### src/rtl/rgbconv_pkg.sv
`default_nettype none
// ----------------------------------------------------------------------------
// RGB 3x3 convolution filter: shared types and constants
// Field layouts of the request and response beats, the job that travels from
// the front end to the arithmetic back end, and the register map.
// ----------------------------------------------------------------------------
package rgbconv_pkg;

   localparam int MaxWidth     = 1024;
   localparam int ColW         = $clog2(MaxWidth);
   localparam int WidthW       = 11;
   localparam int HeightW      = 16;
   localparam int ChanW        = 8;
   localparam int PixW         = 3 * ChanW;
   localparam int TapW         = 20;
   localparam int CoefRowW     = 3 * TapW;
   localparam int CoefFracBits = 16;

   localparam int ProdW = TapW + ChanW + 1;
   localparam int PsumW = ProdW + 2;
   localparam int SumW  = ProdW + 4;

   localparam int QDepth = 4;
   localparam int QPtrW  = $clog2(QDepth);
   localparam int QCntW  = $clog2(QDepth + 1);

   localparam int CsrIdxW  = 3;
   localparam int CsrDataW = CoefRowW;

   localparam logic [CsrIdxW-1:0] CSR_IMAGE_WIDTH  = 3'd0;
   localparam logic [CsrIdxW-1:0] CSR_IMAGE_HEIGHT = 3'd1;
   localparam logic [CsrIdxW-1:0] CSR_COEF_TOP     = 3'd2;
   localparam logic [CsrIdxW-1:0] CSR_COEF_MID     = 3'd3;
   localparam logic [CsrIdxW-1:0] CSR_COEF_BOTTOM  = 3'd4;

   localparam logic CMD_PIXEL = 1'b0;
   localparam logic CMD_FLUSH = 1'b1;

   localparam logic [WidthW-1:0]   WidthReset   = 11'd1024;
   localparam logic [HeightW-1:0]  HeightReset  = 16'd768;
   localparam logic [CoefRowW-1:0] CoefMidReset = 60'h10_0000_0000;

   localparam logic [ChanW-1:0] ChanMax = 8'd255;

   typedef struct packed {
      logic             cmd;
      logic [ChanW-1:0] in_red;
      logic [ChanW-1:0] in_green;
      logic [ChanW-1:0] in_blue;
   } req_data_type;

   typedef struct packed {
      logic [ChanW-1:0] out_red;
      logic [ChanW-1:0] out_green;
      logic [ChanW-1:0] out_blue;
      logic             last_of_step;
      logic             frame_done;
   } rsp_data_type;

   typedef struct packed {
      logic [CoefRowW-1:0] top;
      logic [CoefRowW-1:0] mid;
      logic [CoefRowW-1:0] bottom;
   } coef_set_type;

   // One result: centre column of the window (1 or 2) and edge substitution
   typedef struct packed {
      logic cc_right;
      logic left_ok;
      logic right_ok;
      logic frame_done;
   } res_desc_type;

   typedef struct packed {
      logic [8:0][PixW-1:0] pix;
      logic                 top_ok;
      logic                 bot_ok;
      logic                 two;
      res_desc_type         res0;
      res_desc_type         res1;
   } job_type;

   typedef struct packed {
      logic             not_empty;
      logic [QCntW-1:0] count;
   } q_status_type;

   typedef struct packed {
      logic [PixW-1:0] above;
      logic [PixW-1:0] current;
   } line_pair_type;

endpackage
`default_nettype wire

### src/rtl/rgbconv_fifo.sv
`default_nettype none
// ----------------------------------------------------------------------------
// RGB 3x3 convolution filter: job queue
// Short queue of jobs between the front end and the arithmetic back end.
// ----------------------------------------------------------------------------
module rgbconv_fifo (
   input  wire                        clock,
   input  wire                        reset,
   input  wire                        push,
   input  rgbconv_pkg::job_type       push_job,
   input  wire                        pop,
   output rgbconv_pkg::job_type       head,
   output rgbconv_pkg::q_status_type  status
);
   import rgbconv_pkg::*;

   job_type           slot_ff [QDepth];
   logic [QPtrW-1:0]  wr_ptr_ff, rd_ptr_ff;
   logic [QCntW-1:0]  count_ff;

   function automatic logic [QPtrW-1:0] ptr_next(logic [QPtrW-1:0] p);
      return (p == QPtrW'(QDepth - 1)) ? '0 : p + 1'b1;
   endfunction

   always_ff @(posedge clock) begin
      if (reset) begin
         wr_ptr_ff <= '0;
         rd_ptr_ff <= '0;
         count_ff  <= '0;
      end else begin
         if (push) begin
            wr_ptr_ff <= ptr_next(wr_ptr_ff);
         end
         if (pop) begin
            rd_ptr_ff <= ptr_next(rd_ptr_ff);
         end
         count_ff <= count_ff + QCntW'(push) - QCntW'(pop);
      end
   end

   always_ff @(posedge clock) begin
      if (push) begin
         slot_ff[wr_ptr_ff] <= push_job;
      end
   end

   assign head             = slot_ff[rd_ptr_ff];
   assign status.not_empty = count_ff != '0;
   assign status.count     = count_ff;

   assert property (@(posedge clock) disable iff (reset) push |-> (count_ff < QCntW'(QDepth)))
      else $error("job queue overflow");

   assert property (@(posedge clock) disable iff (reset) pop |-> (count_ff != '0))
      else $error("job queue underflow");

endmodule
`default_nettype wire

### config.mk
export PLATFORM = sky130hd
export DESIGN_NAME = rgbconv_fifo
export DESIGN_NICKNAME = d
export VERILOG_FILES = /design/src/rtl/rgbconv_pkg.sv /design/src/rtl/rgbconv_fifo.sv
export SDC_FILE = /design/constraint.sdc
export NUM_CORES = 1
export LEC_CHECK = 0
export ABC_CLOCK_PERIOD_IN_PS = 16300
export BUFFER_PORTS_ARGS = -buffer_cell sky130_fd_sc_hd__buf_4
export CAP_MARGIN = 10
export CORE_ASPECT_RATIO = 1.2
export CORE_MARGIN = 3
export CORE_UTILIZATION = 61
export CTS_CLUSTER_DIAMETER = 120
export CTS_CLUSTER_SIZE = 24
export DETAILED_ROUTE_END_ITERATION = 8
export GPL_TIMING_DRIVEN = 1
export PLACE_DENSITY_LB_ADDON = 0.08
export REMOVE_ABC_BUFFERS = 1
export SLEW_MARGIN = 20
export SYNTH_ARGS = -nofsm -noshare
export SYNTH_HDL_FRONTEND = slang
export SYNTH_SLANG_ARGS = --single-unit
### constraint.sdc
create_clock -name clock -period 16.3 [get_ports clock]
set_input_delay 1.63 -clock clock [delete_from_list [all_inputs] [get_ports clock]]
set_output_delay 1.63 -clock clock [all_outputs]
set_load 0.05 [all_outputs]
==> run metrics, run 1 <==
outcome finished, final reports clean; worst-margin pin slew 1080 ps; FF-to-FF End slot_ff[2][188]$_DFFE_PP_; max incr delay on CP 1040 ps; Crit path buffers/inverters 3; placed cell count 2,360; headroom to the max-slew limit 28.1%; Worst Setup End Kind output port; R2R cell count 5; Simple-Gate Fraction of Synth Area 0.249%; R2R Setup Slk 12,890 ps; Comb pwr share 15.5%; Starting Density 62.4%; drt total wl 65,800 um; vias in the first global route 15.1k; vias after detailed routing 14.5k; total grt overflow 0; Via density 5.91; post-CTS resize count 0; die height 261 um; I/O pin total 462; Cell Int Power 3.47 mW; Adder-Cell Fraction of Synth Area 0.325%; critical path depth 4; Avg Inst Size Synth 27.0 um2; CTS HTree Levels 2; ys async rst share 0%; Primary FF master, synth edfxtp_1; fmax 0.185 GHz; dpl hpwl 41,500 um; largest net degree at the start of global routing 125; CTS tree yes; Num CTS Buffers 44; Clock Skews 22.8 ps; clock root buffer clkbuf_16; sequential-to-total area share from yosys stat 82.9%; Max VDD drop 0.111 mV; Total Routing Usage GR 23.2%; Tcrit/Tclk final 33.2%; Worst Hold Class flip-flop to flip-flop; # port buffers 461; Longest Clk Path Bufs 3; DRC Markers 0; largest family of logic cells by synthesized area multiplexers; global-route wire length before repair 97,400 um; commonest non-fill, non-tap cell in the layout edfxtp_1; post-CTS setup buffer count 0; Clk pwr share 25.8%; layout cell share with drive strength beyond 1 43.9%; Clock Latency Late Sink 580 ps; Post-Synthesis Cells 1,226; Startpoint Class flip-flop; P per Cell Area 120 nW/um2; Final setup viols 0; antenna-violating nets left 0; post-synthesis mux area share 15.5%; compound-cell area share of the yosys netlist 0.0302%; Worst Path Arrival 3780 ps; unrepaired setup endpoints after global routing no; # Max-Cap Violations 0; Crit Path Max Fanout 73; Core Area 53,100 um2; xor and xnor area share after synthesis 0.0680%; initial antenna violation count 12; post-cts hold buffer count 0; clk slew on worst S/H paths 90 ps; Period minus WS final 5410 ps; Cell variety after synth 20; Reg2Reg Launch Point wr_ptr_ff[0]$_SDFFE_PP0P_; WP data required 14,670 ps; Post-synth EDFFs 908; commonest cells after routing, fill and taps aside 908 x edfxtp_1, 478 x buf_4, 227 x mux4_2; Routed WL per cell 26.9 um; NetSw 1.17 mW; Critical-path top delay cell dfxtp_4; critical path class flip-flop to output port; Iter 0 DRT Violations 1,207; router iterations before antenna repair 4; gpl congestion 0.768; pins over their slew limit 0; die area 57,100 um2; final setup TNS 0 ps; top cell family by delay on the critical path buffers and inverters; Leakage 12.7 nW; hold_sp wr_ptr_ff[0]$_SDFFE_PP0P_; Setup crit end head[93]; CP cell instances buf_4, buf_4, mux4_2, buf_4; die width 219 um; area grow syn2layout 16.8%; yosys warns 0; Seq pwr share 58.7%; mapped cell area 33,100 um2; # rows 92; Final nets 1,942; Fin. Hold Viols 0; Sw Share 25.2%; final cell count without fillers 2,449; Clock Sinks 917; FF+latch count, synth 917; Crit path top cell by count buf_4
## worst register-to-register path, cell delays in order, from the launching register on
cell and delay, ps:
dfxtp_1 350, inv_1 90, ha_1 140, and2_4 610, buf_4 790, buf_4 970
## final cells by class
cell class	instances	area (um2)
fill	3025	14400
tap	705	882
clock inverter	1	20.0
timing repair buffer	481	3660
antenna	7	17.5
clock buffer	79	1250
sequential	917	27500
inverter	5	18.8
multi-input combinational	254	5370
## how the worst min path moves through the flow
stage / slack, ps / end / depth (start not counted)
6_report: 540 / wr_ptr_ff[0]$_SDFFE_PP0P_ / 2
2_1_floorplan: 470 / flip-flop / 2
3_5_place_dp: 530 / wr_ptr_ff[0]$_SDFFE_PP0P_ / 2
4_1_cts: 540 / wr_ptr_ff[0]$_SDFFE_PP0P_ / 2
5_1_grt: 580 / wr_ptr_ff[0]$_SDFFE_PP0P_ / 2
3_3_place_gp: 500 / wr_ptr_ff[0]$_SDFFE_PP0P_ / 2
## power groups by stage
stage | Clock [mW] | Sequential, mW | Combinational [mW]
after floorplan | 0 | 2.82 | 0.468
after global placement | 0 | 2.77 | 0.718
after detailed placement | 0 | 2.78 | 0.724
after CTS | 1.23 | 2.72 | 0.725
after global routing | 1.31 | 2.73 | 0.749
final | 1.20 | 2.72 | 0.717
## routing by layer
metal | up-vias | global-route usage, % | part of all wire [%]
met5 | - | 0 | 0.11
met4 | 12 | 6.14 | 2.5
met3 | 96 | 7.18 | 8.7
met2 | 420 | 37.8 | 51
met1 | 7706 | 31.3 | 37
li1 | 6248 | - | -
## Yosys cell counts, drive strengths merged (2+ instances only)
| cell | instances | area, um2 |
|---|---|---|
| a21oi | 2 | 10.0 |
| and2 | 4 | 25.0 |
| buf | 47 | 277 |
| clkbuf | 3 | 11.3 |
| dfxtp | 9 | 180 |
| edfxtp | 908 | 27300 |
| ha | 7 | 87.6 |
| inv | 5 | 18.8 |
| mux2i | 2 | 20.0 |
| mux4 | 227 | 5110 |
| nand2b | 2 | 12.5 |
| nor2 | 4 | 15.0 |
| or3b | 2 | 17.5 |
## registers in the layout (all words and copies together) (netlist names), named ones only
register and cells:
rd_ptr_ff 2, wr_ptr_ff 2, slot_ff 908, count_ff 3
## metrics by stage
stage	util, %	setup WS (ps)	total power [mW]	hold slack, ps	area [um2]
global placement	70.3	11450	3.49	503	37300
floorplan	-	4240	3.28	469	32800
finish	72.9	10890	4.63	538	38700
detailed placement	70.3	11490	3.50	528	37300
global route	72.9	10690	4.79	579	38700
CTS	72.7	10820	4.68	544	38600
## kinds of logic after synthesis
group           count (synthesis)
simple gates                   14
mux                           229
buf+inv                        55
flops                         917
xor+xnor                        1
fa+ha+maj                       8
compound gates                  2
No activity file was read; power rests on OpenSTA's default activity.
==> run 2, diff against run 1 <==
--- a/config.mk
+++ b/config.mk
@@ -5,12 +5,12 @@
 export SDC_FILE = /design/constraint.sdc
 export NUM_CORES = 1
 export LEC_CHECK = 0
-export ABC_CLOCK_PERIOD_IN_PS = 16300
+export ABC_CLOCK_PERIOD_IN_PS = 5100
 export BUFFER_PORTS_ARGS = -buffer_cell sky130_fd_sc_hd__buf_4
 export CAP_MARGIN = 10
 export CORE_ASPECT_RATIO = 1.2
 export CORE_MARGIN = 3
-export CORE_UTILIZATION = 61
+export CORE_UTILIZATION = 57
 export CTS_CLUSTER_DIAMETER = 120
 export CTS_CLUSTER_SIZE = 24
 export DETAILED_ROUTE_END_ITERATION = 8
==> constraint.sdc (replaced) <==
create_clock -name clock -period 5.1 [get_ports clock]
set_input_delay 0.51 -clock clock [delete_from_list [all_inputs] [get_ports clock]]
set_output_delay 0.51 -clock clock [all_outputs]
set_load 0.05 [all_outputs]
==> run 2 against run 1 <==
Against the previous run: die area up 6.8%; register-to-register slack got worse by 10000 ps; critical endpoint is now head[139]; hold slack lost 440 ps; sequential share of layout area down 0.27 points; final area grew 0.38%; setup slack got worse by 9100 ps; via count rose by 0.28%.
==> run metrics, run 2 (synthesis results as in run 1) <==
critical path class flip-flop to output port; fin area 38,800 um2; P per Cell Area 381 nW/um2; Critical-path top delay cell dfxtp_4; CTS tree yes; layout cell share with drive strength beyond 1 44.4%; clock root buffer clkbuf_16; leading registers by flop count slot_ff (908), count_ff (3); global-route wire length before repair 98,800 um; Final nets 1,946; FF-to-FF End slot_ff[1][9]$_DFFE_PP_; fmax 0.302 GHz; die width 226 um; unrepaired setup endpoints after global routing no; Most flops, register slot_ff; CP cell instances buf_4, mux4_2, buf_4; Max VDD drop 0.416 mV; drt total wl 66,500 um; Total Routing Usage GR 22.0%; # Max-Cap Violations 0; pins over their slew limit 0; # port buffers 461; outcome finished, final reports clean; vias in the first global route 15.1k; worst-margin pin slew 1050 ps; Final setup viols 0; area grow syn2layout 17.2%; gpl congestion 0.776; post-CTS resize count 0; max incr delay on CP 900 ps; CTS HTree Levels 2; Crit Path Max Fanout 40; initial antenna violation count 12; R2R Setup Slk 2720 ps; Hold WS 102 ps; Startpoint Class flip-flop; Overall Power 14.8 mW; Clock Latency Late Sink 590 ps; post-CTS setup buffer count 0; clk slew on worst S/H paths 100 ps; Fin. Hold Viols 0; die area 61,000 um2; Via density 5.89; Iter 0 DRT Violations 1,129; post-cts hold buffer count 0; commonest cells after routing, fill and taps aside 908 x edfxtp_1, 470 x buf_4, 227 x mux4_2; Crit path top cell by count buf_4; Period minus WS final 3310 ps; Post-DP Area 37,600 um2; Clock Skews 19.3 ps; Starting Density 57.8%; final setup TNS 0 ps; Leakage 12.8 nW; Setup crit end head[139]; router iterations before antenna repair 5; commonest non-fill, non-tap cell in the layout edfxtp_1; WP data required 4590 ps; # rows 96; Worst Hold Class input pin to flip-flop; total grt overflow 0; antenna-violating nets left 0; Worst Setup End Kind output port; hold_sp push_job[49]; Reg2Reg Launch Point wr_ptr_ff[0]$_SDFFE_PP0P_; die height 270 um; dpl hpwl 41,300 um; R2R cell count 3; Tcrit/Tclk final 64.9%; DRC Markers 0; Largest register FFs 908; Core Area 57,300 um2; Longest Clk Path Bufs 3; Worst Path Arrival 2800 ps; fill count 3,592; I/O pin total 462; Clock Sinks 917; largest net degree at the start of global routing 107; Num CTS Buffers 44; headroom to the max-slew limit 30.2%; vias after detailed routing 14.5k; Routed WL per cell 27.0 um
## run 2: cell types whose count changed in the layout (fill, tap and decap cells not counted), sizes merged
cell	before	now
buf	481	485
clkbuf	79	62
## run 2: how the worst min path moves through the flow
| stage | end | cells past startpoint |
|---|---|---|
| 2_1_floorplan | flip-flop | 2 |
| 4_1_cts | slot_ff[2][49]$_DFFE_PP_ | 1 |
| 6_report | slot_ff[2][49]$_DFFE_PP_ | 1 |
| 5_1_grt | slot_ff[2][202]$_DFFE_PP_ | 1 |
| 3_5_place_dp | flip-flop | 2 |
| 3_3_place_gp | flip-flop | 2 |
## run 2: where the power goes
group,switching [mW],internal [mW]
registers,0.0955,8.60
clock network,2.14,1.64
logic,1.51,0.809
total,3.75,11.0
## run 2: per-stage QoR
| stage | utilization, % | std cells | setup WS [ps] |
|---|---|---|---|
| after floorplan | - | 1176 | -5840 |
| after global placement | 65.6 | 2396 | 2310 |
| after detailed placement | 65.6 | 2396 | 2300 |
| after CTS | 67.7 | 2459 | 1630 |
| after global routing | 67.7 | 2465 | 1540 |
| final | 67.7 | 2466 | 1790 |
## run 2: final cells by class
type / instances / area [um2] / area share, %
Antenna cell: 7 / 17.5 / 0.0451
Clock buffer: 62 / 1190 / 3.07
Clock inverter: 1 / 20.0 / 0.0516
Inverter: 5 / 18.8 / 0.0484
Multi-Input combinational cell: 254 / 5370 / 13.8
Sequential cell: 917 / 27500 / 70.7
Tap cell: 735 / 920 / 2.37
Timing Repair Buffer: 485 / 3830 / 9.86
## run 2: per-layer routing
metal / vias to the layer above / global-route usage [%] / wire [um]
met2: 447 / 34.8 / 33700
li1: 6249 / - / -
met3: 84 / 7.56 / 5860
met1: 7733 / 29.6 / 25400
met4: 10 / 6.34 / 1570
met5: - / 0 / 81
## run 2: worst max-delay path, delay by kind of cell, from the launching register on
family,cells,cell delay [ps]
muxes,1,570
DFF,1,900
buffers and inverters,2,680
==> run 3, diff against run 2 <==
--- a/config.mk
+++ b/config.mk
@@ -5,12 +5,12 @@
 export SDC_FILE = /design/constraint.sdc
 export NUM_CORES = 1
 export LEC_CHECK = 0
-export ABC_CLOCK_PERIOD_IN_PS = 5100
+export ABC_CLOCK_PERIOD_IN_PS = 2900
 export BUFFER_PORTS_ARGS = -buffer_cell sky130_fd_sc_hd__buf_4
 export CAP_MARGIN = 10
 export CORE_ASPECT_RATIO = 1.2
 export CORE_MARGIN = 3
-export CORE_UTILIZATION = 57
+export CORE_UTILIZATION = 51
 export CTS_CLUSTER_DIAMETER = 120
 export CTS_CLUSTER_SIZE = 24
 export DETAILED_ROUTE_END_ITERATION = 8
==> constraint.sdc (replaced) <==
create_clock -name clock -period 2.9 [get_ports clock]
set_input_delay 0.29 -clock clock [delete_from_list [all_inputs] [get_ports clock]]
set_output_delay 0.29 -clock clock [all_outputs]
set_load 0.05 [all_outputs]
==> run 3 against run 2 <==
Against the previous run: non-clock buffer count up 253; routed wire length up 5.9%; combinational power up 93%; clock-buffer cell count down 1; critical path depth up 1; global-route usage down 1.1 points; sequential cell count unchanged; highest routed layer unchanged; largest power group unchanged; sequential power up 75%; total power up 78%; cell count up 14%; first-iteration DRC count down 13%; clock skew up 3.8 ps.
==> run metrics, run 3 (synthesis results as in run 1) <==
Place WS 803 ps; commonest cells after routing, fill and taps aside 908 x edfxtp_1, 478 x buf_4, 229 x dlygate4sd3_1; Max VDD drop 0.774 mV; outcome finished, final reports clean; Cell Int Power 19.7 mW; Total Routing Usage GR 20.9%; gpl congestion 0.744; NetSw 6.69 mW; final core occ 65.2%; fill count 4,210; CTS HTree Levels 2; Tcrit/Tclk final 91.9%; Most flops, register slot_ff; WP data required 2610 ps; Final nets 2,199; max incr delay on CP 580 ps; Clk pwr share 25.2%; Startpoint Class flip-flop; vias in the first global route 16.6k; placed cell count 2,509; Largest register FFs 908; Post-DP Area 38,100 um2; Comb pwr share 17.0%; Fin. Hold Viols 0; Seq pwr share 57.8%; Crit Path Max Fanout 30; fmax 0.375 GHz; Crit path buffers/inverters 3; Worst Setup End Kind output port; fin area 41,600 um2; post-CTS setup buffer count 0; Clock Latency Late Sink 580 ps; Worst Path Arrival 2380 ps; Leakage 13.9 nW; global-route wire length before repair 106,000 um; drt total wl 70,500 um; area grow syn2layout 25.7%; critical path class flip-flop to output port; unrepaired setup endpoints after global routing no; P per Cell Area 633 nW/um2; Clock Sinks 917; layout cell share with drive strength beyond 1 40.0%; Routed WL per cell 25.1 um; sequential cell area 27,500 um2; Final setup viols 0; Crit path top cell by count buf_12; initial antenna violation count 9; top cell family by delay on the critical path buffers and inverters; Period minus WS final 2670 ps; Overall Power 26.4 mW; final worst slack 234 ps; post-CTS resize count 0; DRC Markers 0; antenna-violating nets left 0; Iter 0 DRT Violations 987; final cell count without fillers 2,810; # port buffers 461; largest net degree at the start of global routing 99; I/O pin total 462; Critical-path top delay cell mux4_2; leading registers by flop count slot_ff (908), count_ff (3); Via density 5.49; Num CTS Buffers 44; Clock Skews 23.0 ps; Core Area 63,800 um2; Longest Clk Path Bufs 3; CP cell instances buf_12, buf_12, mux4_2, buf_4; headroom to the max-slew limit 47.6%; router iterations before antenna repair 5; # rows 101; die height 285 um; Starting Density 51.9%; Sw Share 25.4%; CTS tree yes; post-cts hold buffer count 229; commonest non-fill, non-tap cell in the layout edfxtp_1; # Max-Cap Violations 0; die width 239 um; Worst Hold Class input pin to flip-flop; area of the multi-input gates 5370 um2; pins over their slew limit 0; worst-margin pin slew 785 ps; total grt overflow 0; clk slew on worst S/H paths 90 ps; clock root buffer clkbuf_16; die area 68,000 um2; dpl hpwl 44,300 um; vias after detailed routing 15.4k
[run 3: power groups by stage]
stage               registers [mW]  logic (mW)  clock network (mW)
finish                        15.2        4.47                6.65
global route                  15.3        4.69                7.35
CTS                           15.2        4.54                6.89
detailed placement            15.5        4.26                   0
global placement              15.5        4.23                   0
floorplan                     15.8        2.63                   0
[run 3: final cells by class]
type,instances,share of cell area [%]
Multi-Input combinational cell,254,12.9
Clock inverter,1,0.0481
Sequential cell,917,66.0
Tap cell,824,2.48
Timing Repair Buffer,738,15.6
Inverter,5,0.0451
Clock buffer,61,2.85
Antenna cell,10,0.0602
[run 3: tightest hold or removal path, delay by kind of cell]
| kind | cells | cell delay, ps |
|---|---|---|
| buf+inv | 1 | 130 |
| compound gates | 1 | 80 |
| simple gates | 1 | 110 |
[run 3: final timing paths]
path,startpoint,to,slack (ps),cells after the start
setup / recovery,flip-flop,head[0],230,4
hold / removal,pop,flip-flop,80,3
hold reg to reg,rd_ptr_ff[0]$_SDFFE_PP0P_,flip-flop,540,2
setup reg to reg,wr_ptr_ff[0]$_SDFFE_PP0P_,slot_ff[2][137]$_DFFE_PP_,950,4
[run 3: metrics by stage]
step | TNS, ps | hold WS, ps
floorplan | -4858080 | 357
global placement | 0 | 477
detailed placement | 0 | 492
CTS | 0 | 22.8
global route | 0 | 34.1
finish | 0 | 84.6
[run 3: metal layers]
metal | share of wire, % | vias up | track usage [%]
li1 | - | 6767 | -
met1 | 40 | 8154 | 27.8
met2 | 52 | 435 | 35.5
met3 | 6.2 | 74 | 4.72
met4 | 2.3 | 2 | 4.82
met5 | 0.018 | - | 0
